===== src/design/ccgr_pkg.sv =====
// Shared types, constants and tables of the caption glyph rasterizer.
`default_nettype none

package ccgr_pkg;

    // Default sizes of the font store and the cell
    localparam int GLYPH_COUNT_DEF    = 256;
    localparam int ROWS_PER_GLYPH_DEF = 26;
    localparam int CELL_WIDTH_DEF     = 16;

    // Fixed field widths
    localparam int CODE_W  = 16;
    localparam int COLOR_W = 4;
    localparam int ROW_W   = 5;
    localparam int FBITS_W = 16;
    localparam int GNUM_W  = 8;
    localparam int PIX_W   = 64;
    localparam int NIBBLES = PIX_W / COLOR_W;

    // Input tdata layout, lowest field first
    localparam int IN_GLYPH_LSB = 0;
    localparam int IN_ROW_LSB   = IN_GLYPH_LSB + GNUM_W;
    localparam int IN_BITS_LSB  = IN_ROW_LSB + ROW_W;
    localparam int IN_CODE_LSB  = IN_BITS_LSB + FBITS_W;
    localparam int IN_ITAL_BIT  = IN_CODE_LSB + CODE_W;
    localparam int IN_UNDER_BIT = IN_ITAL_BIT + 1;
    localparam int IN_FG_LSB    = IN_UNDER_BIT + 1;
    localparam int IN_USED_W    = IN_FG_LSB + COLOR_W;
    localparam int IN_TDATA_W   = ((IN_USED_W + 7) / 8) * 8;

    // Output tdata layout, lowest field first
    localparam int OUT_USED_W  = ROW_W + PIX_W;
    localparam int OUT_TDATA_W = ((OUT_USED_W + 7) / 8) * 8;

    // Kind codes carried in tuser
    localparam logic KIND_FONT = 1'b0;
    localparam logic KIND_DRAW = 1'b1;

    localparam logic [COLOR_W-1:0] BG_RESET = 4'd8;

    // Glyph mapping constants
    localparam logic [CODE_W-1:0] CODE_PRINT_LO = 16'h0020;
    localparam logic [CODE_W-1:0] CODE_PRINT_HI = 16'h0080;
    localparam logic [8:0]        BAD_GLYPH     = 9'd15;
    localparam logic [8:0]        ITALIC_OFFSET = 9'(4 * 32);
    localparam logic [8:0]        SPECIAL_BASE  = 9'd6;
    localparam logic [31:0]       UNDERLINE_ROWS = 32'(3 << 24);

    localparam int SPECIAL_COUNT = 26;
    localparam logic [CODE_W-1:0] SPECIAL_CODES [SPECIAL_COUNT] = '{
        16'h00E1, 16'h00E9, 16'h00ED, 16'h00F3, 16'h00FA, 16'h00E7, 16'h00F7, 16'h00D1,
        16'h00F1, 16'h25A0, 16'h00AE, 16'h00B0, 16'h00BD, 16'h00BF, 16'h2122, 16'h00A2,
        16'h00A3, 16'h266A, 16'h00E0, 16'h0020, 16'h00E8, 16'h00E2, 16'h00EA, 16'h00EE,
        16'h00F4, 16'h00FB
    };

    typedef enum logic [1:0] {
        S_IDLE,
        S_MAP,
        S_RUN
    } t_state;

    // Per-cycle control from the sequencer to the row unit
    typedef struct packed {
        logic             load_base;
        logic             rd_en;
        logic [ROW_W-1:0] rd_row;
        logic             load_out;
    } t_ctrl;

endpackage

`default_nettype wire


===== src/design/ccgr_glyph_map.sv =====
// Maps a character code and italic flag to a glyph number.
`default_nettype none

module ccgr_glyph_map #(
    parameter  int GLYPH_COUNT = ccgr_pkg::GLYPH_COUNT_DEF,
    localparam int GW          = $clog2(GLYPH_COUNT)
) (
    input  wire logic [ccgr_pkg::CODE_W-1:0] i_code,
    input  wire logic                        i_italic,
    output logic      [GW-1:0]               o_glyph
);

    import ccgr_pkg::*;

    logic [8:0] w_special;
    logic [8:0] w_base;
    logic [8:0] w_glyph;

    // Search descending so the lowest matching index wins
    always_comb begin
        w_special = BAD_GLYPH;
        for (int k = SPECIAL_COUNT - 1; k >= 0; k--) begin
            if (SPECIAL_CODES[k] == i_code) begin
                w_special = 9'(k) + SPECIAL_BASE;
            end
        end
    end

    always_comb begin
        if (i_code < CODE_PRINT_LO) begin
            w_base = BAD_GLYPH;
        end else if (i_code < CODE_PRINT_HI) begin
            w_base = 9'(i_code);
        end else begin
            w_base = w_special;
        end
        w_glyph = i_italic ? (w_base + ITALIC_OFFSET) : w_base;
        if (w_glyph >= 9'(GLYPH_COUNT)) begin
            w_glyph = BAD_GLYPH;
        end
    end

    assign o_glyph = GW'(w_glyph);

endmodule

`default_nettype wire


===== config.mk =====
export PLATFORM = sky130hd
export DESIGN_NAME = ccgr_glyph_map
export DESIGN_NICKNAME = d
export VERILOG_FILES = /design/src/design/ccgr_pkg.sv /design/src/design/ccgr_glyph_map.sv
export SDC_FILE = /design/constraint.sdc
export NUM_CORES = 1
export LEC_CHECK = 0
export ABC_AREA = 1
export BUFFER_PORTS_ARGS = -buffer_cell sky130_fd_sc_hd__buf_2
export CORE_UTILIZATION = 54
export DETAILED_ROUTE_END_ITERATION = 6
export MAX_ROUTING_LAYER = met4
export PLACE_DENSITY = 0.95
export RECOVER_POWER = 50
export SLEW_MARGIN = 20
export SYNTH_ARGS = -nofsm -noshare
export SYNTH_HDL_FRONTEND = slang
export SYNTH_SLANG_ARGS = --single-unit

===== constraint.sdc =====
create_clock -name vclk -period 2.3
set_clock_uncertainty 0.05 [all_clocks]
set_input_delay 0.115 -clock vclk [all_inputs]
set_output_delay 0.115 -clock vclk [all_outputs]
set_load 0.02 [all_outputs]

==> out/qor.csv, run 1 <==
stage;metric;value;unit
pwr;power.leakage;0.0004749;uW
timing;clock.fmax;575.6;MHz
timing;period_minus_slack;1.737;ns
detailed_routing;ant_nets;0;
setup_path;critPathLaunchType;primary input;
pwr;intPower;21.59;uW
detailed_routing;drc;0;
cts;ctsHoldBuffers;0;
yosys;syn-mean-instance-area;5.073;um^2
timing;worst_pin_slew;0.2702;ns
placed_design;gp_congestion;1.060;
layout;antennaDiodeCount;0;
die;coreArea;1285;um^2
flow_run;cap_violations;0;
detailed_routing;wl_per_cell;12.37;um
setup_path;cp.arrival;1.57;ns
detailed_routing;drt_pass1_iterations;4;
setup_path;crit_type;in -> out;
timing;maxSlewViolCount;0;
global_route;grt_first_pass_wirelength;3629;um
yosys;ys_types;26;
pwr;p_per_area;82.47;nW/um^2
yosys;syn_nets;164;
global_route;grt_usage;34.06;%
global_route;grt_pass1_vias;858;
timing;hold_viol_final;0;
layout;seq_cells;0;
die;rows;13;
timing;rsz0062_at_grt;false;
pwr;switching_share;69.63;%
min_path;hp-class;in -> out;
timing;tns;0;ns
timing;slew_headroom;81.82;%
run_status;status;finished clean;
detailed_routing;via_per_inst;5.656;
die;dieWidth;39.16;um
pwr;p_comb_share;100.0;%
yosys;synth_warnings;0;
placed_design;io_buffers;23;
setup_path;end_kind;output pin;
layout;regArea;0;um^2
pwr;p_sw;49.51;uW
detailed_routing;vias;1035;
layout;post-route-util;67.09;%
die;chipHeight;39.16;um
global_route;antenna_found_initial;0;
setup_path;critPathRequiredTime;2.13;ns
setup_path;critPathLaunch;i_code[4];
yosys;syn_inst;147;
pwr;seqPwrFrac;0;%
yosys;netlist_area;745.7;um^2
die;io_pins;25;
detailed_routing;wl;2264;um
cts;cts_resized;0;
min_path;hold_path_startpoint;i_italic;
cts;post_cts_buffers;0;
pwr;peakVddDrop;0.00006654;V
layout;finalNetCount;187;
layout;syn2layout_area_growth;15.60;%
placed_design;dpl.hpwl;1993;um
die;die_area;1534;um^2
yosys;seq_area_frac_synth;0;%
layout;drive_gt1_share;30.36;%
detailed_routing;drt_iter0_drc;64;
setup_path;cp_max_fo;5;
global_route;grt_start_max_net_pins;10;
die;start_util;58.03;%
timing;period_share;75.53;%
layout;nClkBuffers;0;
pwr;p_clk_share;0;%
timing;finalSetupViolCount;0;
layout;fillCellCount;124;
pwr;power;71.10;uW
global_route;grt-ovfl-total;0;
## layout make-up
type | instances | area (um^2) | area share [%]
Multi-Input combinational cell | 115 | 618.1 | 71.70
Timing Repair Buffer | 23 | 112.6 | 13.06
Inverter | 30 | 112.6 | 13.06
Tap cell | 15 | 18.77 | 2.177
## layout by cell type, fill, tap and decap left out, types with 2 or more instances in the layout
master / instances
nand2_1: 28
inv_1: 22
nor2_1: 21
buf_2: 21
nand3_1: 16
nand2_2: 8
nand4_1: 8
nor2_2: 7
inv_2: 7
nor3_1: 6
nor2_4: 3
o21ai_0: 3
nor3_2: 2
nor4_1: 2
o21a_1: 2
clkbuf_1: 2
## synthesized netlist by cell type, drive strengths merged
cell	n	area share, %
nand2	36	21
nor2	32	24
inv	29	15
nand3	17	12
nand4	9	8.4
nor3	8	6.7
o21ai	4	2.7
nor4	2	1.7
o21a	2	2.0
a21boi	1	1.0
buf	1	1.5
clkbuf	1	0.50
clkinv	1	0.50
nand3b	1	1.0
o221ai	1	1.2
o22ai	1	0.84
or2	1	0.84
## worst paths after layout
path                          to  slack [ns]  cells after the start
worst max-delay path  o_glyph[4]        0.56                     11
worst min-delay path  o_glyph[7]        0.18                      0
## worst max-delay path, stage by stage
cell and delay [ns]:
buf_2 0.16, nand2_1 0.13, nor2_2 0.18, inv_1 0.08
nor2_1 0.21, o21ai_0 0.15, nand4_1 0.11, or2_1 0.11
nand2_1 0.05, a21boi_1 0.11, buf_2 0.17
## kinds of logic (layout without fill, tap and decap cells)
family	after synthesis	after routing	share of synthesized area [%]
AND/OR/NAND/NOR	106	106	75.17
buffers and inverters	32	53	17.11
AO/OA/AOI/OAI	9	9	7.717
## layer usage
metal	up-vias	track usage (%)	routed length, um
met2	56	60.42	1106
met3	2	2.890	192
li1	522	-	-
met4	0	1.724	10
met1	455	43.58	955
met5	-	-	0
## per-stage QoR
stage	area, um^2	hold slack [ns]	setup WS, ns	cells
2_1_floorplan	745.7	0.2631	0.8006	147
3_3_place_gp	864.6	0.1803	0.5907	183
3_5_place_dp	864.6	0.1803	0.5889	183
4_1_cts	864.6	0.1803	0.5806	183
5_1_grt	862.1	0.1801	0.4043	183
6_report	862.1	0.1801	0.5628	183
## power by group through the flow
stage	combinational [uW]	clock (uW)	sequential, uW
floorplan	41.6	0	0
global placement	68.1	0	0
detailed placement	69.6	0	0
CTS	69.8	0	0
global route	77.5	0	0
finish	71.1	0	0
Note: power is estimated with default switching activity, not from simulation.
==> inputs of run 2 (changes only) <==
==> constraint.sdc (replaced) <==
create_clock -name vclk -period 1.8
set_clock_uncertainty 0.05 [all_clocks]
set_input_delay 0.09 -clock vclk [all_inputs]
set_output_delay 0.09 -clock vclk [all_outputs]
set_load 0.02 [all_outputs]
==> out/qor.csv, run 2 (synthesized netlist as in run 1, its figures left out) <==
stage;metric;value;unit
global_route;grt_start_max_net_pins;10;
placed_design;dp.cells;183;
layout;post-route-util;72.44;%
detailed_routing;vias;1108;
min_path;hp-class;in -> out;
timing;finalSetupViolCount;0;
global_route;grt_usage;34.79;%
placed_design;dpl.hpwl;2028;um
detailed_routing;drt_iter0_drc;76;
setup_path;critPathRequiredTime;1.66;ns
detailed_routing;ant_nets;0;
detailed_routing;wl;2635;um
die;rows;13;
setup_path;end_kind;output pin;
placed_design;gp_congestion;1.067;
global_route;grt-ovfl-total;0;
timing;clock.fmax;578.5;MHz
setup_path;crit_type;in -> out;
timing;worst_pin_slew;0.2991;ns
die;chipHeight;39.16;um
layout;finalNetCount;188;
layout;nClkBuffers;0;
run_status;status;finished clean;
pwr;peakVddDrop;0.00008903;V
pwr;seqPwrFrac;0;%
detailed_routing;drc;0;
pwr;power;106.1;uW
layout;seq_cells;0;
pwr;intPower;35.18;uW
die;start_util;58.03;%
pwr;p_comb_share;100.0;%
detailed_routing;via_per_inst;6.022;
placed_design;pre_cts_slack;0.09076;ns
min_path;hold_path_startpoint;i_italic;
global_route;antenna_found_initial;0;
layout;antennaDiodeCount;0;
die;dieWidth;39.16;um
global_route;grt_first_pass_wirelength;3650;um
pwr;p_per_area;113.9;nW/um^2
setup_path;cp_max_fo;4;
timing;tns;0;ns
die;die_area;1534;um^2
timing;worst_slack;0.07151;ns
die;io_pins;25;
timing;slew_headroom;79.87;%
global_route;grt_pass1_vias;851;
detailed_routing;wl_per_cell;14.32;um
min_path;min_to;o_glyph[7];
timing;maxSlewViolCount;0;
layout;layout_commonest_cell;nand2_1;
timing;hold_viol_final;0;
pwr;power.leakage;0.0005051;uW
detailed_routing;drt_pass1_iterations;4;
timing;period_share;96.03;%
die;coreArea;1285;um^2
timing;rsz0062_at_grt;true;
pwr;switching_share;66.83;%
layout;regArea;0;um^2
layout;mostFrequentLayoutCells;nand2_1, inv_1, nor2_1, buf_2, nand3_1;
min_path;hold_depth;0;
layout;final_cells;184;
timing;period_minus_slack;1.728;ns
pwr;p_clk_share;0;%
flow_run;cap_violations;0;
pwr;p_sw;70.88;uW
layout;syn2layout_area_growth;24.83;%
setup_path;cp.arrival;1.59;ns
setup_path;critPathLaunchType;primary input;
layout;drive_gt1_share;33.73;%
placed_design;io_buffers;23;
[run 2: cell count changes in the layout (fill, tap and decap cells not counted), sizes merged]
cell  before  now
buf       21   22
[run 2: critical path, cell delays in order]
cell and delay, ns:
buf_2 0.12, inv_1 0.17, nand2_2 0.11, nor2_4 0.17, nand4_1 0.20, nand2_2 0.14
nor2_2 0.04, nand4_1 0.10, or2_1 0.12, nand2_1 0.05, a21boi_1 0.11, buf_2 0.17
[run 2: timing repair]
action	4_1_cts	5_1_grt
setup buffers	0	1
hold buffers	0	0
setup endpoints to repair	0	3
gates resized for setup	0	17
[run 2: worst max path at each step]
stage | startpoint | endpoint | slack (ns)
after floorplan | i_code[15] | o_glyph[4] | 0.35
after global placement | i_code[15] | o_glyph[4] | 0.13
after detailed placement | i_code[8] | o_glyph[0] | 0.09
after CTS | i_code[8] | o_glyph[0] | 0.08
after global routing | i_code[15] | o_glyph[4] | -0.01
final | i_code[1] | o_glyph[4] | 0.07
[run 2: power groups by stage]
stage	sequential, uW	clock [uW]	combinational (uW)
floorplan	0	0	53.1
detailed placement	0	0	88.9
global placement	0	0	87.1
CTS	0	0	89.2
finish	0	0	106
global route	0	0	113
[run 2: stage by stage]
step | area (um^2) | hold slack, ns
after floorplan | 745.7 | 0.2131
final | 930.9 | 0.1301
after global routing | 930.9 | 0.1301
after global placement | 864.6 | 0.1303
after CTS | 864.6 | 0.1303
after detailed placement | 864.6 | 0.1303
[run 2: layout make-up]
cell class	instances	area, um^2
multi-input cells	115	650.6
inverters	30	112.6
repair buffers	24	148.9
well taps	15	18.77
fillers	109	354.1
[run 2: layer usage]
| layer | global-route usage [%] | share of wire [%] | up-vias |
|---|---|---|---|
| met1 | 46.28 | 41 | 502 |
| met4 | 10.34 | 1.3 | 0 |
| met3 | 2.312 | 8.8 | 7 |
| met5 | - | 0 | - |
| li1 | - | - | 519 |
| met2 | 55.83 | 49 | 80 |
