[src/design/ccgr_pkg.sv]
// Shared types, constants and tables of the caption glyph rasterizer.
`default_nettype none

package ccgr_pkg;

    // Default sizes of the font store and the cell
    localparam int GLYPH_COUNT_DEF    = 256;
    localparam int ROWS_PER_GLYPH_DEF = 26;
    localparam int CELL_WIDTH_DEF     = 16;

    // Fixed field widths
    localparam int CODE_W  = 16;
    localparam int COLOR_W = 4;
    localparam int ROW_W   = 5;
    localparam int FBITS_W = 16;
    localparam int GNUM_W  = 8;
    localparam int PIX_W   = 64;
    localparam int NIBBLES = PIX_W / COLOR_W;

    // Input tdata layout, lowest field first
    localparam int IN_GLYPH_LSB = 0;
    localparam int IN_ROW_LSB   = IN_GLYPH_LSB + GNUM_W;
    localparam int IN_BITS_LSB  = IN_ROW_LSB + ROW_W;
    localparam int IN_CODE_LSB  = IN_BITS_LSB + FBITS_W;
    localparam int IN_ITAL_BIT  = IN_CODE_LSB + CODE_W;
    localparam int IN_UNDER_BIT = IN_ITAL_BIT + 1;
    localparam int IN_FG_LSB    = IN_UNDER_BIT + 1;
    localparam int IN_USED_W    = IN_FG_LSB + COLOR_W;
    localparam int IN_TDATA_W   = ((IN_USED_W + 7) / 8) * 8;

    // Output tdata layout, lowest field first
    localparam int OUT_USED_W  = ROW_W + PIX_W;
    localparam int OUT_TDATA_W = ((OUT_USED_W + 7) / 8) * 8;

    // Kind codes carried in tuser
    localparam logic KIND_FONT = 1'b0;
    localparam logic KIND_DRAW = 1'b1;

    localparam logic [COLOR_W-1:0] BG_RESET = 4'd8;

    // Glyph mapping constants
    localparam logic [CODE_W-1:0] CODE_PRINT_LO = 16'h0020;
    localparam logic [CODE_W-1:0] CODE_PRINT_HI = 16'h0080;
    localparam logic [8:0]        BAD_GLYPH     = 9'd15;
    localparam logic [8:0]        ITALIC_OFFSET = 9'(4 * 32);
    localparam logic [8:0]        SPECIAL_BASE  = 9'd6;
    localparam logic [31:0]       UNDERLINE_ROWS = 32'(3 << 24);

    localparam int SPECIAL_COUNT = 26;
    localparam logic [CODE_W-1:0] SPECIAL_CODES [SPECIAL_COUNT] = '{
        16'h00E1, 16'h00E9, 16'h00ED, 16'h00F3, 16'h00FA, 16'h00E7, 16'h00F7, 16'h00D1,
        16'h00F1, 16'h25A0, 16'h00AE, 16'h00B0, 16'h00BD, 16'h00BF, 16'h2122, 16'h00A2,
        16'h00A3, 16'h266A, 16'h00E0, 16'h0020, 16'h00E8, 16'h00E2, 16'h00EA, 16'h00EE,
        16'h00F4, 16'h00FB
    };

    typedef enum logic [1:0] {
        S_IDLE,
        S_MAP,
        S_RUN
    } t_state;

    // Per-cycle control from the sequencer to the row unit
    typedef struct packed {
        logic             load_base;
        logic             rd_en;
        logic [ROW_W-1:0] rd_row;
        logic             load_out;
    } t_ctrl;

endpackage

`default_nettype wire

[src/design/ccgr_row_unit.sv]
// Row unit: font store read address and pixel row expansion, reused per row.
`default_nettype none

module ccgr_row_unit #(
    parameter  int GLYPH_COUNT    = ccgr_pkg::GLYPH_COUNT_DEF,
    parameter  int ROWS_PER_GLYPH = ccgr_pkg::ROWS_PER_GLYPH_DEF,
    parameter  int CELL_WIDTH     = ccgr_pkg::CELL_WIDTH_DEF,
    localparam int GW             = $clog2(GLYPH_COUNT),
    localparam int AW             = $clog2(GLYPH_COUNT * ROWS_PER_GLYPH)
) (
    input  wire logic                         i_clk,
    input  wire ccgr_pkg::t_ctrl              i_ctrl,
    input  wire logic [GW-1:0]                i_glyph,
    input  wire logic                         i_underline,
    input  wire logic [ccgr_pkg::COLOR_W-1:0] i_fg,
    input  wire logic [ccgr_pkg::COLOR_W-1:0] i_bg,
    input  wire logic [CELL_WIDTH-1:0]        i_rdata,
    output logic      [AW-1:0]                o_raddr,
    output logic      [ccgr_pkg::ROW_W-1:0]   o_row,
    output logic      [ccgr_pkg::PIX_W-1:0]   o_pixels,
    output logic                              o_last
);

    import ccgr_pkg::*;

    logic [AW-1:0]    r_base;
    logic [ROW_W-1:0] r_a_row;
    logic [ROW_W-1:0] r_row;
    logic [PIX_W-1:0] r_pix;
    logic             r_last;

    logic [FBITS_W-1:0] w_bits;
    logic [PIX_W-1:0]   w_pix;
    logic               w_under_row;

    assign o_raddr = r_base + AW'(i_ctrl.rd_row);

    // Underlined rows bypass the font data
    assign w_under_row = i_underline & UNDERLINE_ROWS[r_a_row];
    assign w_bits      = w_under_row ? '1 : FBITS_W'(i_rdata);

    always_comb begin
        w_pix = '0;
        for (int x = 0; x < NIBBLES; x++) begin
            if (x < CELL_WIDTH) begin
                w_pix[x*COLOR_W +: COLOR_W] = w_bits[x] ? i_fg : i_bg;
            end
        end
    end

    always_ff @(posedge i_clk) begin
        if (i_ctrl.load_base) begin
            r_base <= AW'(AW'(i_glyph) * AW'(ROWS_PER_GLYPH));
        end
        if (i_ctrl.rd_en) begin
            r_a_row <= i_ctrl.rd_row;
        end
        if (i_ctrl.load_out) begin
            r_row  <= r_a_row;
            r_pix  <= w_pix;
            r_last <= (r_a_row == ROW_W'(ROWS_PER_GLYPH - 1));
        end
    end

    assign o_row    = r_row;
    assign o_pixels = r_pix;
    assign o_last   = r_last;

endmodule

`default_nettype wire

[config.mk]
export PLATFORM = sky130hd
export DESIGN_NAME = ccgr_row_unit
export DESIGN_NICKNAME = d
export VERILOG_FILES = /design/src/design/ccgr_pkg.sv /design/src/design/ccgr_row_unit.sv
export SDC_FILE = /design/constraint.sdc
export NUM_CORES = 1
export LEC_CHECK = 0
export ABC_AREA = 1
export CAP_MARGIN = 10
export CORE_MARGIN = 2
export CORE_UTILIZATION = 50
export DETAILED_ROUTE_END_ITERATION = 16
export DONT_BUFFER_PORTS = 1
export GPL_TIMING_DRIVEN = 0
export PLACE_DENSITY_LB_ADDON = 0.25
export SLEW_MARGIN = 30
export SYNTH_ARGS = -nofsm -noshare
export SYNTH_HDL_FRONTEND = slang
export SYNTH_SLANG_ARGS = --single-unit
[constraint.sdc]
create_clock -name i_clk -period 3.5 [get_ports i_clk]
set_input_delay 0.175 -clock i_clk [delete_from_list [all_inputs] [get_ports i_clk]]
set_output_delay 0.175 -clock i_clk [all_outputs]
set_load 0.05 [all_outputs]
==> impl_results.md, run 1 <==
* Max-slew violations at 0
* Longest Clk Path Bufs at 2
* PortBufs at 0
* Tightest Pin Transition at 1.038 ns
* Place WS at 1.274 ns
* Synth Cell Area at 4584 sq um
* Wire per inst at 15.85 um
* Fmax at 423.4 MHz
* TNS Setup at 0 ns
* Clk pwr share at 24.4%
* Worst-path clk slew at 0.09 ns
* Placed insts at 549
* Max IR drop VDD at 0.2642 mV
* Ys Warns at 0
* Layout net count at 534
* Dpl hpwl at 6559 um
* Die Span Y at 99.76 um
* Ant diodes at 0
* CTS tree: yes
* Synth-to-Final Area Change at 10.10%
* Final instance area at 5047 sq um
* Iter 0 DRT Violations at 183
* Avg Cell Area, Syn at 10.40 sq um
* First-pass GRT wire length at 13990 um
* Clk_lat worst skew at 0.35 ns
* CTS root buf: clkbuf_8
* Lkg Pwr at 2.184 nW
* Setup Skew at 0.006110 ns
* Count of final hold-check violations at 0
* Largest net degree at the start of global routing at 71
* Tcrit/Tclk final at 67.48%
* Mapped Cells at 441
* Max-Cap Viols at 0
* Relative slew slack at 30.55%
* IO Count at 125
* Initial antenna violation count at 0
* Pwr/cell area at 560.9 nW/um^2
* Flops & latches, synth at 88
* Postcts setup bufs at 0
* Via count at 3022
* Vias in the first global route at 2819
* Final antenna-violating net count at 0
* Drt total wl at 9115 um
* GRT overflow at 0
* Fin cells at 575
* Ratio of cells with drive above 1 in the final layout at 10.49%
* DRT Pass-1 Iters at 5
* Clk sink count at 88
* Library cells used by synthesis at 26
* Placed instance area at 4727 sq um
* Die extent in x at 99.76 um
* Seq/Total Area, Yosys at 57.42%
* RD Place Congestion at 0.8792
* Avg Vias per Cell at 5.256
* Syn Nets at 513
* Sequential power share at 54.5%
* Arr. time, crit path at 2.19 ns
* Crit-path max FO at 4
* Status: finished, final reports clean
* RSZ-0062 raised after global routing: no
* Sw Pwr at 1.049 mW
* Critical Path RT at 3.32 ns
* Post-CTS Resized at 0
* Fill count at 739
* Core ar. at 8806 sq um
* Period minus WS final at 2.362 ns
* Critical Path Sink Type: primary output
* Final hold slack at 0.01938 ns
* Gr usage total at 18.43%
* Starting Density at 52.06%
* Power Internal at 1.783 mW
* DR DRC count at 0
* Crit start category: flop
* Number of cell rows at 34
* Final setup fails at 0
* Net Sw Frac at 37.04%
* Die area at 9951 sq um
* CP Class: flop to primary output
* Final setup margin at 1.138 ns
* Num CTS Buffers at 9
* H-tree levels at 3
* Worst hold path type: primary input to flop
* Combinational share of power at 21.1%
synth_stat cells:
cell / instances / area share (%)
fa_1: 6 / 2.6
buf_1: 1 / 0.082
nand3_1: 17 / 1.9
clkbuf_1: 5 / 0.41
nor2_1: 8 / 0.66
inv_1: 57 / 4.7
nand4_1: 2 / 0.27
edfxtp_1: 87 / 57
nand2_2: 7 / 0.96
nand3_2: 2 / 0.44
buf_12: 1 / 0.44
nand2_1: 124 / 10
o22ai_1: 1 / 0.14
a21oi_1: 5 / 0.55
o21ai_0: 27 / 2.9
nand2_4: 9 / 2.2
xnor2_1: 1 / 0.19
ha_1: 24 / 6.6
clkbuf_2: 2 / 0.22
nand2_8: 2 / 0.87
nor2_2: 3 / 0.41
buf_4: 2 / 0.33
dfxtp_1: 1 / 0.44
buf_2: 3 / 0.33
xor2_1: 6 / 1.1
o21ai_1: 38 / 4.1
area by class of cell:
type	count	area, sq um	share of cell area (%)
clock buffer	10	127.6	2.529
sequential	88	2633	52.16
timing repair buffer	10	117.6	2.330
tap	108	135.1	2.677
buffer	14	82.58	1.636
inverter	57	214.0	4.239
clock inverter	6	67.56	1.339
multi-input combinational	282	1670	33.09
layer usage:
layer  routed length, um  global-route usage (%)
met3                 662                   5.973
met1                3483                   19.76
met2                4809                   34.04
met5                   0                       0
met4                 160                   6.217
power by group through the flow:
stage               clock [mW]  combinational [mW]  sequential (mW)
finish                   0.690               0.597             1.54
global route             0.746               0.663             1.55
CTS                      0.704               0.594             1.54
detailed placement           0               0.562             1.57
global placement             0               0.544             1.56
floorplan                    0               0.476             1.55
per-stage QoR:
stage          total power, mW  utilization, %
2_1_floorplan            2.023               -
3_3_place_gp             2.108           53.59
6_report                 2.831           57.32
5_1_grt                  2.961           57.32
3_5_place_dp             2.130           53.68
4_1_cts                  2.841           57.23
cell usage in the layout, fill, tap and decap left out, drive strengths merged:
| master | n |
|---|---|
| nor2 | 11 |
| nand3 | 19 |
| clkbuf | 17 |
| xor2 | 6 |
| edfxtp | 87 |
| clkinvlp | 2 |
| dlygate4sd3 | 9 |
| nand2 | 142 |
| nand4 | 2 |
| fa | 6 |
| inv | 59 |
| bufinv | 1 |
| dfxtp | 1 |
| buf | 8 |
| o21ai | 65 |
| o22ai | 1 |
| xnor2 | 1 |
| a21oi | 5 |
| clkinv | 1 |
| ha | 24 |
critical path, cell delays in order (launching register included):
cell and delay (ns):
edfxtp_1 0.43, ha_1 0.32, nand3_1 0.11, nand3_2 0.13, xor2_1 0.84
cell families after synthesis:
family	after synthesis	synth area share [%]
AOI/OAI and AO/OA	71	7.778
xor gates and xnor gates	7	1.337
adders and majority gates	30	9.170
buffers and inverters	71	6.468
DFF	88	57.42
and+or+nand+nor	174	17.82
path summary, 6_finish.rpt:
path,startpoint,to,slack [ns],cells after the start
worst max-delay path,r_base[2],o_raddr[4],1.14,4
worst min-delay path,i_ctrl[4],flop,0.02,2
worst max register to register,flop,o_pixels[28],2.30,5
worst min register to register,r_a_row[0],o_row[0],0.45,0
registers in the layout (all words and copies together) (netlist names), named ones only:
| register | flops |
|---|---|
| o_last | 1 |
| o_row | 5 |
| r_a_row | 5 |
| r_base | 12 |
| o_pixels | 64 |
timing repair:
item,CTS,global route
hold buffers,10,0
hold endpoints to repair,95,0
endpoints found under the setup margin,0,0
No activity file was read; power rests on OpenSTA's default activity.
==> inputs of run 2 (changes only) <==
clock period = 2.2 ns   (was 3.5 ns; I/O delays follow)
==> impl_results.md, run 2 (synthesis results as in run 1) <==
* Final setup fails at 0 (unchanged)
* CTS tree: yes
* Setup Skew at 0.007751 ns (+0.001641 ns)
* Synth-to-Final Area Change at 11.74%
* Vias in the first global route at 2864 (+1.6%)
* Drt total wl at 9379 um (+2.9%)
* Die area at 9951 sq um (unchanged)
* Gr usage total at 18.75% (+0.32 points)
* Status: finished, final reports clean
* Max IR drop VDD at 0.4234 mV (+60%)
* Avg Vias per Cell at 5.259 (about the same)
* Layout net count at 535 (+0.19%)
* Reg2Reg Depth at 5 (unchanged)
* Worst Setup EP: o_raddr[9]
* Starting Density at 52.06% (unchanged)
* Longest Clk Path Bufs at 2 (unchanged)
* Worst hold path type: primary input to flop
* Clk sink count at 88 (unchanged)
* Core ar. at 8806 sq um (unchanged)
* Crit-path max FO at 4 (unchanged)
* Via count at 3029 (+0.23%)
* R2r endpoint: o_pixels[28]
* Crit path from: r_base[1]
* Ratio of cells with drive above 1 in the final layout at 12.39% (+1.9 points)
* Count of final hold-check violations at 0 (unchanged)
* TNS Setup at 0 ns (unchanged)
* Top cell by count, worst path: nand2_4
* RD Place Congestion at 0.8792 (unchanged)
* Max-Cap Viols at 0 (unchanged)
* Wire per inst at 16.28 um (+2.7%)
* Num CTS Buffers at 9 (unchanged)
* Placed instance area at 4727 sq um (unchanged)
* Die extent in x at 99.76 um (unchanged)
* Tcrit/Tclk final at 96.59%
* Fin cells at 576 (+0.17%)
* Fill count at 731 (-1.1%)
* Dpl hpwl at 6559 um (unchanged)
* Number of cell rows at 34 (unchanged)
* Setup slack, reg-to-reg at 1.01 ns (-1.29 ns)
* Initial antenna violation count at 0 (unchanged)
* Max reg flops at 64 (unchanged)
* CTS root buf: clkbuf_8
* CP Class: flop to primary output
* Max-slew violations at 0 (unchanged)
* Iter 0 DRT Violations at 178 (-2.7%)
* Period minus WS final at 2.125 ns
* First-pass GRT wire length at 14190 um (+1.4%)
* Tightest Pin Transition at 0.6796 ns (-0.3587 ns)
* Relative slew slack at 54.66% (+24 points)
* Critical Path RT at 2.09 ns (-1.23 ns)
* Fmax at 470.6 MHz
* Die Span Y at 99.76 um (unchanged)
* PortBufs at 0 (unchanged)
* Clk_lat worst skew at 0.35 ns (about the same)
* Postcts setup bufs at 0 (unchanged)
* Ant diodes at 0 (unchanged)
* IO Count at 125 (unchanged)
* Commonest non-fill, non-tap cell in the layout: nand2_1
* Slowest cell on crit path: fa_2
* Critical Path Sink Type: primary output
* Placed insts at 549 (unchanged)
* Pwr/cell area at 893.2 nW/um^2 (+59%)
* Commonest non-fill, non-tap cells in the layout: nand2_1, edfxtp_1, inv_1
* DR DRC count at 0 (unchanged)
* Arr. time, crit path at 2.01 ns (-0.18 ns)
* Critical Path Max Stage Delay at 0.39 ns (-0.45 ns)
* Final instance area at 5122 sq um (+1.5%)
* HP Start: i_glyph[3]
* H-tree levels at 3 (unchanged)
* DRT Pass-1 Iters at 4 (-1)
* Lkg Pwr at 2.195 nW (+0.50%)
* Final antenna-violating net count at 0 (unchanged)
* Largest net degree at the start of global routing at 71 (unchanged)
* GRT overflow at 0 (unchanged)
* Crit start category: flop
* Worst-path clk slew at 0.09 ns (about the same)
* Crit-path cells: ha_1 > fa_2 > nand3_1 > nand2_4 > nand2_4 > nor2_2 > nand2_1 > nand2_4
run 2: cell types whose count changed in the layout (fill, tap and decap cells not counted), sizes merged:
cell         change
dlygate4sd3      +1
run 2: worst min path at each step:
stage                   endpoint  slack, ns  cells past startpoint
finish                 r_base[4]       0.11                      2
global route        o_pixels[63]       0.11                      3
CTS                    r_base[4]       0.09                      2
detailed placement    r_a_row[0]       0.21                      0
global placement      r_a_row[0]       0.21                      0
floorplan             r_a_row[0]       0.21                      0
run 2: worst max-delay path: cells and delay by family, from the launching register on:
family / cells / cell delay [ns]
adders and majority gates: 2 / 0.63
DFF: 1 / 0.37
and+or+nand+nor: 6 / 0.67
run 2: timing repair:
action | CTS | global route
resized for setup | 6 | 8
hold buffers | 11 | 0
pin swaps | 0 | 0
hold endpoints to repair | 96 | 0
endpoints found under the setup margin | 5 | 8
run 2: cell type report:
cell class	instances	area (sq um)	share of cell area, %
Buffer	14	82.58	1.612
Clock buffer	10	127.6	2.491
Clock inverter	6	67.56	1.319
Inverter	57	214.0	4.177
Multi-Input combinational cell	282	1735	33.88
Sequential cell	88	2633	51.39
Tap cell	108	135.1	2.638
Timing Repair Buffer	11	127.6	2.491
run 2: where the power goes:
group	internal, mW	switching, mW	total, mW
clock network	0.531	0.574	1.11
registers	2.05	0.417	2.46
logic	0.289	0.717	1.01
run 2: per-layer routing:
metal,track usage (%),vias to the layer above,wire length (um)
met1,20.02,1384,3573
met2,34.77,110,4946
met5,0,-,0
li1,-,1517,-
met4,6.744,0,195
met3,5.762,18,663
run 2: per-stage QoR:
step	hold slack (ns)	total power [mW]	setup WS [ns]	util (%)
floorplan	0.2089	3.219	0.1782	-
global placement	0.2090	3.354	0.05495	53.59
detailed placement	0.2090	3.389	0.03941	53.68
CTS	0.09352	4.550	-0.01811	57.79
global route	0.1075	4.776	-0.02205	58.17
finish	0.1140	4.576	0.07512	58.17
