===== src/design/ccgr_pkg.sv =====
// Shared types, constants and tables of the caption glyph rasterizer.
`default_nettype none

package ccgr_pkg;

    // Default sizes of the font store and the cell
    localparam int GLYPH_COUNT_DEF    = 256;
    localparam int ROWS_PER_GLYPH_DEF = 26;
    localparam int CELL_WIDTH_DEF     = 16;

    // Fixed field widths
    localparam int CODE_W  = 16;
    localparam int COLOR_W = 4;
    localparam int ROW_W   = 5;
    localparam int FBITS_W = 16;
    localparam int GNUM_W  = 8;
    localparam int PIX_W   = 64;
    localparam int NIBBLES = PIX_W / COLOR_W;

    // Input tdata layout, lowest field first
    localparam int IN_GLYPH_LSB = 0;
    localparam int IN_ROW_LSB   = IN_GLYPH_LSB + GNUM_W;
    localparam int IN_BITS_LSB  = IN_ROW_LSB + ROW_W;
    localparam int IN_CODE_LSB  = IN_BITS_LSB + FBITS_W;
    localparam int IN_ITAL_BIT  = IN_CODE_LSB + CODE_W;
    localparam int IN_UNDER_BIT = IN_ITAL_BIT + 1;
    localparam int IN_FG_LSB    = IN_UNDER_BIT + 1;
    localparam int IN_USED_W    = IN_FG_LSB + COLOR_W;
    localparam int IN_TDATA_W   = ((IN_USED_W + 7) / 8) * 8;

    // Output tdata layout, lowest field first
    localparam int OUT_USED_W  = ROW_W + PIX_W;
    localparam int OUT_TDATA_W = ((OUT_USED_W + 7) / 8) * 8;

    // Kind codes carried in tuser
    localparam logic KIND_FONT = 1'b0;
    localparam logic KIND_DRAW = 1'b1;

    localparam logic [COLOR_W-1:0] BG_RESET = 4'd8;

    // Glyph mapping constants
    localparam logic [CODE_W-1:0] CODE_PRINT_LO = 16'h0020;
    localparam logic [CODE_W-1:0] CODE_PRINT_HI = 16'h0080;
    localparam logic [8:0]        BAD_GLYPH     = 9'd15;
    localparam logic [8:0]        ITALIC_OFFSET = 9'(4 * 32);
    localparam logic [8:0]        SPECIAL_BASE  = 9'd6;
    localparam logic [31:0]       UNDERLINE_ROWS = 32'(3 << 24);

    localparam int SPECIAL_COUNT = 26;
    localparam logic [CODE_W-1:0] SPECIAL_CODES [SPECIAL_COUNT] = '{
        16'h00E1, 16'h00E9, 16'h00ED, 16'h00F3, 16'h00FA, 16'h00E7, 16'h00F7, 16'h00D1,
        16'h00F1, 16'h25A0, 16'h00AE, 16'h00B0, 16'h00BD, 16'h00BF, 16'h2122, 16'h00A2,
        16'h00A3, 16'h266A, 16'h00E0, 16'h0020, 16'h00E8, 16'h00E2, 16'h00EA, 16'h00EE,
        16'h00F4, 16'h00FB
    };

    typedef enum logic [1:0] {
        S_IDLE,
        S_MAP,
        S_RUN
    } t_state;

    // Per-cycle control from the sequencer to the row unit
    typedef struct packed {
        logic             load_base;
        logic             rd_en;
        logic [ROW_W-1:0] rd_row;
        logic             load_out;
    } t_ctrl;

endpackage

`default_nettype wire


===== src/design/ccgr_seq.sv =====
// Sequencer: cell state machine, row counter and read/output stage tracking.
`default_nettype none

module ccgr_seq #(
    parameter int ROWS_PER_GLYPH = ccgr_pkg::ROWS_PER_GLYPH_DEF
) (
    input  wire logic            i_clk,
    input  wire logic            i_rst_n,
    input  wire logic            i_draw,
    input  wire logic            i_out_ready,
    input  wire logic            i_out_last,
    output logic                 o_in_ready,
    output logic                 o_out_valid,
    output ccgr_pkg::t_ctrl      o_ctrl
);

    import ccgr_pkg::*;

    t_state           r_state, n_state;
    logic [ROW_W-1:0] r_issue_row, n_issue_row;
    logic             r_more, n_more;
    logic             r_a_vld, n_a_vld;
    logic             r_out_vld, n_out_vld;

    logic w_out_free;
    logic w_out_take;

    assign w_out_free = ~r_out_vld | i_out_ready;
    assign w_out_take = r_out_vld & i_out_ready;

    // Next state
    always_comb begin
        n_state = r_state;
        unique case (r_state)
            S_IDLE: begin
                if (i_draw) begin
                    n_state = S_MAP;
                end
            end
            S_MAP: begin
                n_state = S_RUN;
            end
            S_RUN: begin
                if (w_out_take && i_out_last) begin
                    n_state = S_IDLE;
                end
            end
            default: begin
                n_state = S_IDLE;
            end
        endcase
    end

    // Outputs
    always_comb begin
        o_in_ready       = 1'b0;
        o_ctrl.load_base = 1'b0;
        o_ctrl.rd_en     = 1'b0;
        o_ctrl.rd_row    = r_issue_row;
        o_ctrl.load_out  = r_a_vld & w_out_free;
        unique case (r_state)
            S_IDLE: begin
                o_in_ready = 1'b1;
            end
            S_MAP: begin
                o_ctrl.load_base = 1'b1;
            end
            S_RUN: begin
                o_ctrl.rd_en = r_more & (~r_a_vld | w_out_free);
            end
            default: begin
                o_in_ready = 1'b0;
            end
        endcase
    end

    // Row counter and stage valids
    always_comb begin
        n_issue_row = r_issue_row;
        n_more      = r_more;
        if (r_state == S_MAP) begin
            n_issue_row = '0;
            n_more      = 1'b1;
        end else if (o_ctrl.rd_en) begin
            n_issue_row = r_issue_row + 1'b1;
            if (r_issue_row == ROW_W'(ROWS_PER_GLYPH - 1)) begin
                n_more = 1'b0;
            end
        end

        if (o_ctrl.rd_en) begin
            n_a_vld = 1'b1;
        end else if (o_ctrl.load_out) begin
            n_a_vld = 1'b0;
        end else begin
            n_a_vld = r_a_vld;
        end

        if (o_ctrl.load_out) begin
            n_out_vld = 1'b1;
        end else if (i_out_ready) begin
            n_out_vld = 1'b0;
        end else begin
            n_out_vld = r_out_vld;
        end
    end

    always_ff @(posedge i_clk) begin
        if (!i_rst_n) begin
            r_state     <= S_IDLE;
            r_issue_row <= '0;
            r_more      <= 1'b0;
            r_a_vld     <= 1'b0;
            r_out_vld   <= 1'b0;
        end else begin
            r_state     <= n_state;
            r_issue_row <= n_issue_row;
            r_more      <= n_more;
            r_a_vld     <= n_a_vld;
            r_out_vld   <= n_out_vld;
        end
    end

    assign o_out_valid = r_out_vld;

endmodule

`default_nettype wire


===== config.mk =====
export PLATFORM = sky130hd
export DESIGN_NAME = ccgr_seq
export DESIGN_NICKNAME = d
export VERILOG_FILES = /design/src/design/ccgr_pkg.sv /design/src/design/ccgr_seq.sv
export SDC_FILE = /design/constraint.sdc
export NUM_CORES = 1
export LEC_CHECK = 0
export CAP_MARGIN = 20
export CORE_AREA = 2 2 39 41
export CTS_BUF_LIST = sky130_fd_sc_hd__clkbuf_8
export CTS_CLUSTER_SIZE = 12
export DETAILED_ROUTE_END_ITERATION = 8
export DIE_AREA = 0 0 41 43
export DONT_BUFFER_PORTS = 1
export PLACE_DENSITY_LB_ADDON = 0.3
export SLEW_MARGIN = 20
export SYNTH_ARGS = -nofsm -noshare
export SYNTH_HDL_FRONTEND = slang
export SYNTH_SLANG_ARGS = --single-unit

===== constraint.sdc =====
create_clock -name i_clk -period 2.5 [get_ports i_clk]
set_input_delay 0.5 -clock i_clk [delete_from_list [all_inputs] [get_ports i_clk]]
set_output_delay 0.5 -clock i_clk [all_outputs]
set_load 0.01 [all_outputs]

==> results by group, run 1 <==
Die
  • Initial Utilization: 0.359
  • Core area: 1380 µm²
  • Chip height: 43 µm
  • Rows: 14
  • I/O pin cnt: 15
  • Die area: 1760 µm²
  • DIE WIDTH: 41 µm

Setup path
  • Setup CP Type: flip-flop to output pin
  • WP buf/inv: 0
  • Cell family with most CP delay: simple AND/OR/NAND/NOR gates
  • CP Capture Type: output pin
  • Crit path required time: 2.00 ns
  • CP max stage cell: nand3b_1
  • Crit path DAT: 1.22 ns
  • CP max FO: 13
  • CP startpoint kind: flip-flop
  • Cells along the critical path: nand3b_1 > nor2_1
  • Slowest cell delay on critical path: 0.37 ns

Layout
  • Fin nets: 62
  • Number of antenna repair diodes: 0
  • Post-layout util: 0.386
  • Final instance area: 534 µm²
  • Area Overhead vs Synth: 7.56%
  • Layout Cells excl Fill: 70
  • Layout cell share with drive strength beyond 1: 0.130

Pwr
  • Tot Pwr: 0.387 mW
  • Leakage power: 0.195 nW
  • Power Dens Cells: 725 nW/µm²
  • Peak VDD IR: 0.293 mV

Global routing
  • Tot GR Track Use: 0.138
  • Initial antenna violation count: 0
  • Overflow after GRT: 0
  • First-pass GRT wire length: 1.58 mm
  • Largest net degree at the start of global routing: 14
  • Met2 GRT Util: 0.166
  • Met1 Usage GRT: 0.182
  • Most used routing layer: met1
  • Met3 usage: 0.0681
  • Vias in the first global route: 356

Clocking
  • H-tree depth: 1
  • Post-CTS setup repair buffer count: 0
  • Clock Root Buffer: clkbuf_8
  • TritonCTS Buffers: 3
  • Resized Gates After CTS: 0
  • CTS max path bufs: 2
  • Clock insertion delay at the later pin of the skew report: 0.24 ns
  • CTS tree: done
  • Clk sinks: 10
  • Worst-path clk slew: 0.05 ns
  • CTS Hold Buffers Added: 0

STA
  • # setup viols final: 0
  • Highest clock rate: 0.581 GHz
  • Fin crit share: 0.688
  • Worst setup margin: 0.780 ns
  • Min Tclk post-route: 1.72 ns
  • Unrepaired setup endpoints after global routing: false
  • Hold Slack: 0.379 ns
  • Setup Total Neg Slack: 0 ns
  • Slew @ Worst Pin: 0.403 ns
  • Slew Limit Fails: 0
  • Final Hold Fails: 0
  • Clock skew: 0.00240 ns
  • Slew HR: 0.731

Hold path
  • Worst hold path class: input pin to flip-flop

Placement
  • I/O Buffers: 0
  • Hpwl dp: 640 µm
  • DP Area: 479 µm²
  • Pre-CTS setup slack: 0.954 ns
  • Final Wtd Congestion: 0.673
  • Placed Cells: 66

Run status
  • Status: finished clean

Drt
  • Wire per inst: 13.2 µm
  • Vias: 383
  • Post-route ant nets: 0
  • Via density per instance: 5.47
  • DRT Wirelength: 922 µm
  • Starting DRC count in detailed routing: 1
  • Final routed DRC violation total: 0
  • Pre-antenna DRT Iters: 2

Synth
  • Register bit total from synthesis: 10
  • Seq/Total Area, Yosys: 0.403
  • Distinct cells, synth: 23
  • Synth Instances: 55
  • Synth Warn #: 0
  • Synth Cell Area: 497 µm²
  • Avg Inst Size Synth: 9.03 µm²
  • Mapped Nets: 62

Run
  • Max Cap Viol: 0
layout by cell type, fill, tap and decap left out:
cell type,n
a21boi_0,3
a21oi_1,5
and2b_2,1
and3_1,1
and3b_1,1
clkbuf_8,4
dfxtp_1,10
ha_1,2
inv_1,3
nand2_1,2
nand2b_1,1
nand3_1,3
nand3b_1,2
nand4b_1,1
nor2_1,2
nor2b_1,1
o21a_1,1
o21ai_0,2
o31ai_1,4
or3_2,2
or4_1,3
metal layers:
layer / part of all wire / wire (µm)
met5: 0 / 0
met4: 0.021 / 19
met3: 0.064 / 59
met2: 0.46 / 421
met1: 0.46 / 422
cell type report:
class	count	area [µm²]
clock buffers	4	55.1
inverters	3	11.3
well taps	16	20.0
multi-input cells	37	248
fillers	145	850
flip-flops and latches	10	200
cell families (layout without fill, tap and decap cells):
logic type	Yosys count	count (layout)	share of synthesized area
flip-flops	10	10	0.403
AND/OR/NAND/NOR	20	20	0.257
AO/OA/AOI/OAI	15	15	0.191
buffers and inverters	8	7	0.0982
adder cells (fa/ha/maj)	2	2	0.0504
sequential cells by signal, indices dropped and copies added (netlist names):
register / cells
o_out_valid: 1
r_a_vld: 1
r_issue_row: 5
r_more: 1
r_state: 2
synthesized netlist by cell type, drive strengths merged:
master,count,area [µm²]
o21a,1,7.51
clkbuf,1,3.75
and3,1,6.26
dfxtp,10,200
a21boi,3,22.5
inv,3,11.3
and2b,1,8.76
ha,2,25.0
nor2,2,7.51
nand4b,1,8.76
buf,4,33.8
nand3,3,15.0
a21oi,5,25.0
nor2b,1,6.26
nand3b,2,15.0
o21ai,2,10.0
nand2b,1,6.26
nand2,2,7.51
and3b,1,8.76
o31ai,4,30.0
or3,2,15.0
or4,3,22.5
where the power goes:
part	total [mW]	leakage, nW	internal [mW]	switching [mW]
clock	0.206	0.0288	0.139	0.0674
sequential	0.167	0.0811	0.164	0.00332
combinational	0.0141	0.0849	0.00553	0.00856
path summary, 6_finish.rpt:
check                   from        endpoint  slack (ns)  cells past startpoint
setup / recovery  r_state[0]       o_ctrl[6]        0.78                      2
hold / removal       i_rst_n     o_out_valid        0.38                      1
setup reg to reg  r_state[0]  r_issue_row[3]        1.04                      3
hold reg to reg       r_more          r_more        0.49                      2
worst reg2reg max path, stage by stage, from the launching register on:
cell      delay, ns
dfxtp_1        0.32
nand3b_1       0.37
or4_1          0.56
a21oi_1        0.14
Power figures use the tool's default switching activity.
==> run 2: changes to the inputs <==
- ABC_AREA: not set -> 1
- clock period: 2.5 -> 1.4 ns (I/O delays scaled with it)
==> run 2 against run 1 <==
Hold slack worse by 0.21 ns. Sequential share of layout area shrank 3.2 points. Clock power grew 72%. Total power rose by 77%. Routed wire length rose by 6.1%. Via count grew 13%.
==> results by group, run 2 <==
STA
  • Fin crit share: 0.959
  • Slew Limit Fails: 0
  • Unrepaired setup endpoints after global routing: false
  • Final Hold Fails: 0
  • Slew HR: 0.767
  • # setup viols final: 0
  • Min Tclk post-route: 1.34 ns
  • Setup Total Neg Slack: 0 ns
  • Slew @ Worst Pin: 0.350 ns
  • Clock skew: 0.00325 ns
  • Highest clock rate: 0.745 GHz

Global routing
  • Largest net degree at the start of global routing: 9
  • Tot GR Track Use: 0.132
  • Initial antenna violation count: 0
  • Overflow after GRT: 0
  • Vias in the first global route: 386
  • First-pass GRT wire length: 1.52 mm

Layout
  • Commonest non-fill, non-tap cell in the layout: nand2_1
  • Multi-input gate area: 243 µm²
  • Number of antenna repair diodes: 0
  • Max FFs per register: 5
  • Largest Register: r_issue_row
  • Layout cell share with drive strength beyond 1: 0.132
  • Final instance area: 584 µm²
  • Most frequent cells in the layout: nand2_1 (21), inv_1 (12), a21oi_1 (10), dfxtp_1 (10), nand3_1 (5)
  • Area Overhead vs Synth: 10.4%
  • FILL cells: 155
  • Sequential cell area: 200 µm²
  • Fin nets: 84
  • Largest regs: r_issue_row: 5 flops, r_state: 2 flops

Synth
  • Async S/R FF share, synth: 0
  • Synth Cell Area: 529 µm²
  • Synth area leader: dfxtp_1
  • Prevailing post-synth register cell: dfxtp_1
  • Synth Warn #: 0
  • Most common cell in the netlist: nand2_1
  • Distinct cells, synth: 15
  • Seq/Total Area, Yosys: 0.378
  • Register bit total from synthesis: 10
  • EDFF count, synth: 0
  • Post-synth top cells: nand2_1 (21), inv_1 (12), a21oi_1 (10), dfxtp_1 (10), nand3_1 (5)
  • Yosys top cell area share: 0.378
  • Synth Instances: 75
  • Avg Inst Size Synth: 7.06 µm²
  • Mapped Nets: 82
  • Synth top area cells: dfxtp_1 (38%), nand2_1 (15%), a21oi_1 (9.5%)

Clocking
  • Worst-path clk slew: 0.05 ns
  • Clock Root Buffer: clkbuf_8
  • Post-CTS setup repair buffer count: 0
  • Resized Gates After CTS: 0
  • CTS tree: done
  • CTS max path bufs: 2
  • TritonCTS Buffers: 3
  • H-tree depth: 1
  • Clk sinks: 10
  • CTS Hold Buffers Added: 0
  • Clock insertion delay at the later pin of the skew report: 0.23 ns

Pwr
  • Internal: 0.549 mW
  • Leakage power: 0.241 nW
  • Clock Power Share: 0.516
  • Switching share of power: 0.200
  • Part of the power in registers: 0.436
  • Peak VDD IR: 0.580 mV
  • Power Dens Cells: 1170 nW/µm²
  • Net switching power: 0.137 mW
  • Comb pwr share: 0.048

Die
  • Die area: 1760 µm²
  • DIE WIDTH: 41 µm
  • I/O pin cnt: 15
  • Chip height: 43 µm
  • Core area: 1380 µm²
  • Initial Utilization: 0.382
  • Rows: 14

Hold path
  • Worst hold path class: input pin to flip-flop
  • Hold Path Depth: 2

Drt
  • Pre-antenna DRT Iters: 4
  • Final routed DRC violation total: 0
  • Post-route ant nets: 0
  • Wire per inst: 10.6 µm
  • Vias: 431
  • Via density per instance: 4.68
  • Starting DRC count in detailed routing: 8
  • DRT Wirelength: 978 µm

Setup path
  • Setup CP Type: flip-flop to output pin
  • Crit path DAT: 1.06 ns
  • CP startpoint kind: flip-flop
  • CP Capture Type: output pin
  • Worst-case reg-to-reg path depth: 6
  • CP max FO: 6
  • Crit path required time: 1.12 ns

Placement
  • Hpwl dp: 747 µm
  • I/O Buffers: 0
  • Final Wtd Congestion: 0.753
  • DP Area: 529 µm²

Run status
  • Status: finished clean

Run
  • Max Cap Viol: 0
[run 2: cell types whose count changed in the layout (fill, tap and decap cells not counted), sizes merged, moves of 3 or more]
| cell | delta |
|---|---|
| a21oi | +5 |
| a21boi | -3 |
| or4 | -3 |
| nand3 | +4 |
| o31ai | -4 |
| nand2 | +20 |
| inv | +10 |
[run 2: cells by family after synthesis]
| family | after synthesis | share of synthesized area |
|---|---|---|
| and+or+nand+nor | 34 | 0.300 |
| buffers and inverters | 18 | 0.163 |
| xor gates and xnor gates | 1 | 0.0166 |
| DFF | 10 | 0.378 |
| adders and majority gates | 2 | 0.0473 |
| AOI/OAI and AO/OA | 10 | 0.0946 |
[run 2: per-stage QoR]
stage | utilization | total power [mW] | cells | hold WS (ns) | setup WS, ns
2_1_floorplan | - | 0.334 | 75 | 0.402 | 0.266
3_3_place_gp | 0.382 | 0.337 | 88 | 0.406 | 0.293
3_5_place_dp | 0.382 | 0.338 | 88 | 0.408 | 0.257
4_1_cts | 0.422 | 0.698 | 92 | 0.164 | 0.0504
5_1_grt | 0.422 | 0.713 | 92 | 0.164 | 0.00266
6_report | 0.422 | 0.686 | 92 | 0.168 | 0.0578
[run 2: power by group through the flow]
stage	sequential [mW]	combinational, mW	clock [mW]
floorplan	0.304	0.0305	0
detailed placement	0.305	0.0334	0
global placement	0.305	0.0329	0
finish	0.299	0.0328	0.354
CTS	0.299	0.0334	0.366
global route	0.300	0.0372	0.376
[run 2: path summary, 6_finish.rpt]
kind | from | end | slack [ns]
max | o_out_valid | o_ctrl[6] | 0.06
min | i_draw | r_state[0] | 0.17
max reg2reg | r_issue_row[1] | r_issue_row[4] | 0.25
min reg2reg | r_more | r_more | 0.47
[run 2: worst max-delay path: stages, from the launching register on]
cell and delay, ns:
dfxtp_1 0.45, nand3_2 0.17, nand2_4 0.15, inv_6 0.06
[run 2: layout make-up]
cell class,instances,share of cell area
timing repair buffer,1,0.0128
multi-input combinational,47,0.415
sequential,10,0.343
inverter,14,0.101
clock buffer,4,0.0942
tap,16,0.0343
[run 2: routing by layer]
layer	routed length, µm	up-vias	part of all wire	GRT usage
li1	-	232	-	-
met3	50	2	0.051	0.0681
met5	0	-	0	0
met1	453	186	0.46	0.147
met4	23	0	0.024	0.0800
met2	450	11	0.46	0.191
==> run 3: changes to the inputs <==
- ABC_AREA: 1 -> not set
- BUFFER_PORTS_ARGS: not set -> -buffer_cell sky130_fd_sc_hd__buf_4
- DONT_BUFFER_PORTS: 1 -> not set
- GPL_ROUTABILITY_DRIVEN: not set -> 0
==> run 3 against run 2 <==
Sequential power hardly changed. Clock skew decreased by 0.00094 ns. Design area rose by 22%. Hold slack improved by 0.10 ns. Total power fell by 6.4%. Final cell count unchanged. Utilization grew 9.1 points. Global-route usage is 0.56 points higher. Routed wire length up 11%. Non-clock buffer count increased by 21. Critical endpoint is now o_ctrl[0]. Largest power group is now registers.
==> results by group, run 3 (same netlist as run 1, synthesis figures left out) <==
Run status
  • Status: finished clean

Global routing
  • Initial antenna violation count: 0
  • Vias in the first global route: 381
  • Tot GR Track Use: 0.138
  • Largest net degree at the start of global routing: 12
  • First-pass GRT wire length: 1.58 mm
  • Overflow after GRT: 0

Clocking
  • TritonCTS Buffers: 3
  • Clk sinks: 10
  • H-tree depth: 1
  • Worst-path clk slew: 0.04 ns
  • CTS max path bufs: 2
  • CTS tree: done
  • Clock Root Buffer: clkbuf_8
  • CTS Hold Buffers Added: 0
  • Clock insertion delay at the later pin of the skew report: 0.23 ns

Placement
  • I/O Buffers: 14
  • Placed Cells: 85
  • Hpwl dp: 746 µm

Pwr
  • Net switching power: 0.131 mW
  • Comb pwr share: 0.082
  • Peak VDD IR: 0.586 mV
  • Leakage power: 0.308 nW
  • Tot Pwr: 0.642 mW
  • Power Dens Cells: 904 nW/µm²
  • Part of the power in registers: 0.465
  • Clock Power Share: 0.452
  • Switching share of power: 0.204
  • Internal: 0.511 mW

Setup path
  • RR Startpoint: o_out_valid
  • Cells along the critical path: buf_6 > and2b_2 > nor2b_1 > buf_4
  • CP Capture Type: output pin
  • WP buf/inv: 2
  • Crit path DAT: 1.10 ns
  • CP max FO: 3
  • Slowest cell delay on critical path: 0.32 ns
  • Reg-to-reg slack, setup: 0.04 ns
  • CP startpoint kind: flip-flop
  • CP max stage cell: dfxtp_2
  • Setup CP Type: flip-flop to output pin
  • Worst-case reg-to-reg path depth: 4
  • Reg2reg end: r_issue_row[4]
  • Crit path required time: 1.12 ns
  • Cell family with most CP delay: flip-flops

Drt
  • Via density per instance: 4.96
  • Vias: 456
  • Post-route ant nets: 0
  • Pre-antenna DRT Iters: 2
  • Wire per inst: 11.8 µm
  • Starting DRC count in detailed routing: 5
  • Final routed DRC violation total: 0
  • DRT Wirelength: 1.09 mm

Layout
  • Layout Cells excl Fill: 92
  • Multi-input gate area: 260 µm²
  • FILL cells: 150
  • Sequential cell area: 205 µm²
  • Commonest non-fill, non-tap cell in the layout: buf_4
  • Max FFs per register: 5
  • Layout cell share with drive strength beyond 1: 0.447
  • Largest Register: r_issue_row
  • Fin nets: 85
  • Number of antenna repair diodes: 0
  • Area Overhead vs Synth: 43.1%
  • Largest regs: r_issue_row: 5 flops, r_state: 2 flops
  • Most frequent cells in the layout: buf_4 (20), dfxtp_1 (6), a21oi_1 (5)
  • Post-layout util: 0.514

STA
  • Hold Slack: 0.271 ns
  • Final Hold Fails: 0
  • Fin crit share: 0.988
  • # setup viols final: 0
  • Min Tclk post-route: 1.38 ns
  • Highest clock rate: 0.723 GHz
  • Slew HR: 0.869
  • Clock skew: 0.00231 ns
  • Slew Limit Fails: 0
  • Slew @ Worst Pin: 0.195 ns
  • Unrepaired setup endpoints after global routing: true

Hold path
  • Hold path endpoint: r_state[0]
  • Worst hold path class: input pin to flip-flop
  • Hold Path Depth: 2
  • HP Start: i_draw

Die
  • Initial Utilization: 0.359
  • I/O pin cnt: 15
  • Rows: 14
  • DIE WIDTH: 41 µm
  • Die area: 1760 µm²
  • Chip height: 43 µm
  • Core area: 1380 µm²

Run
  • Max Cap Viol: 0
run 3: cell count changes in the layout (fill, tap and decap cells not counted), moves of 5 or more:
cell,change
a21oi_1,-5
buf_4,+19
inv_1,-9
nand2_1,-19
run 3: layer usage:
metal | vias up | share of wire | wire length (µm) | GRT usage
met5 | - | 0 | 0 | 0
met4 | 0 | 0.027 | 29 | 0.100
met3 | 5 | 0.053 | 58 | 0.0471
met2 | 13 | 0.44 | 476 | 0.184
met1 | 198 | 0.48 | 522 | 0.175
li1 | 240 | - | - | -
run 3: final cells by class:
class | instances | area share
Clock buffer | 3 | 0.0581
Inverter | 3 | 0.0158
Multi-Input combinational cell | 38 | 0.366
Sequential cell | 10 | 0.289
Tap cell | 16 | 0.0282
Timing Repair Buffer | 22 | 0.243
run 3: repair_timing:
action,CTS,global route
buffers inserted,2,1
resized for setup,2,6
gates cloned,0,1
pin swaps,1,1
setup endpoints to repair,4,5
run 3: worst max-delay path by stage:
stage | from | endpoint | slack, ns | depth (start not counted)
global route | o_out_valid | o_ctrl[0] | -0.03 | 4
CTS | r_a_vld | o_ctrl[6] | 0.002 | 3
finish | o_out_valid | o_ctrl[0] | 0.02 | 4
global placement | r_issue_row[0] | r_issue_row[2] | 0.007 | 4
floorplan | r_issue_row[1] | r_issue_row[1] | 0.05 | 4
detailed placement | r_state[1] | r_issue_row[3] | -0.01 | 3
run 3: power groups by stage:
stage / Clock (mW) / Combinational (mW) / Sequential [mW]
3_3_place_gp: 0 / 0.0499 / 0.303
2_1_floorplan: 0 / 0.0256 / 0.303
3_5_place_dp: 0 / 0.0501 / 0.303
5_1_grt: 0.316 / 0.0586 / 0.299
6_report: 0.291 / 0.0529 / 0.299
4_1_cts: 0.302 / 0.0518 / 0.298
run 3: metrics by stage:
| step | worst slack [ns] | instance area, µm² | setup TNS (ns) |
|---|---|---|---|
| global placement | 0.00725 | 622 | 0 |
| finish | 0.0164 | 711 | 0 |
| floorplan | 0.0517 | 497 | 0 |
| global route | -0.0271 | 711 | -0.0441 |
| detailed placement | -0.0100 | 622 | -0.0110 |
| CTS | 0.00248 | 681 | 0 |
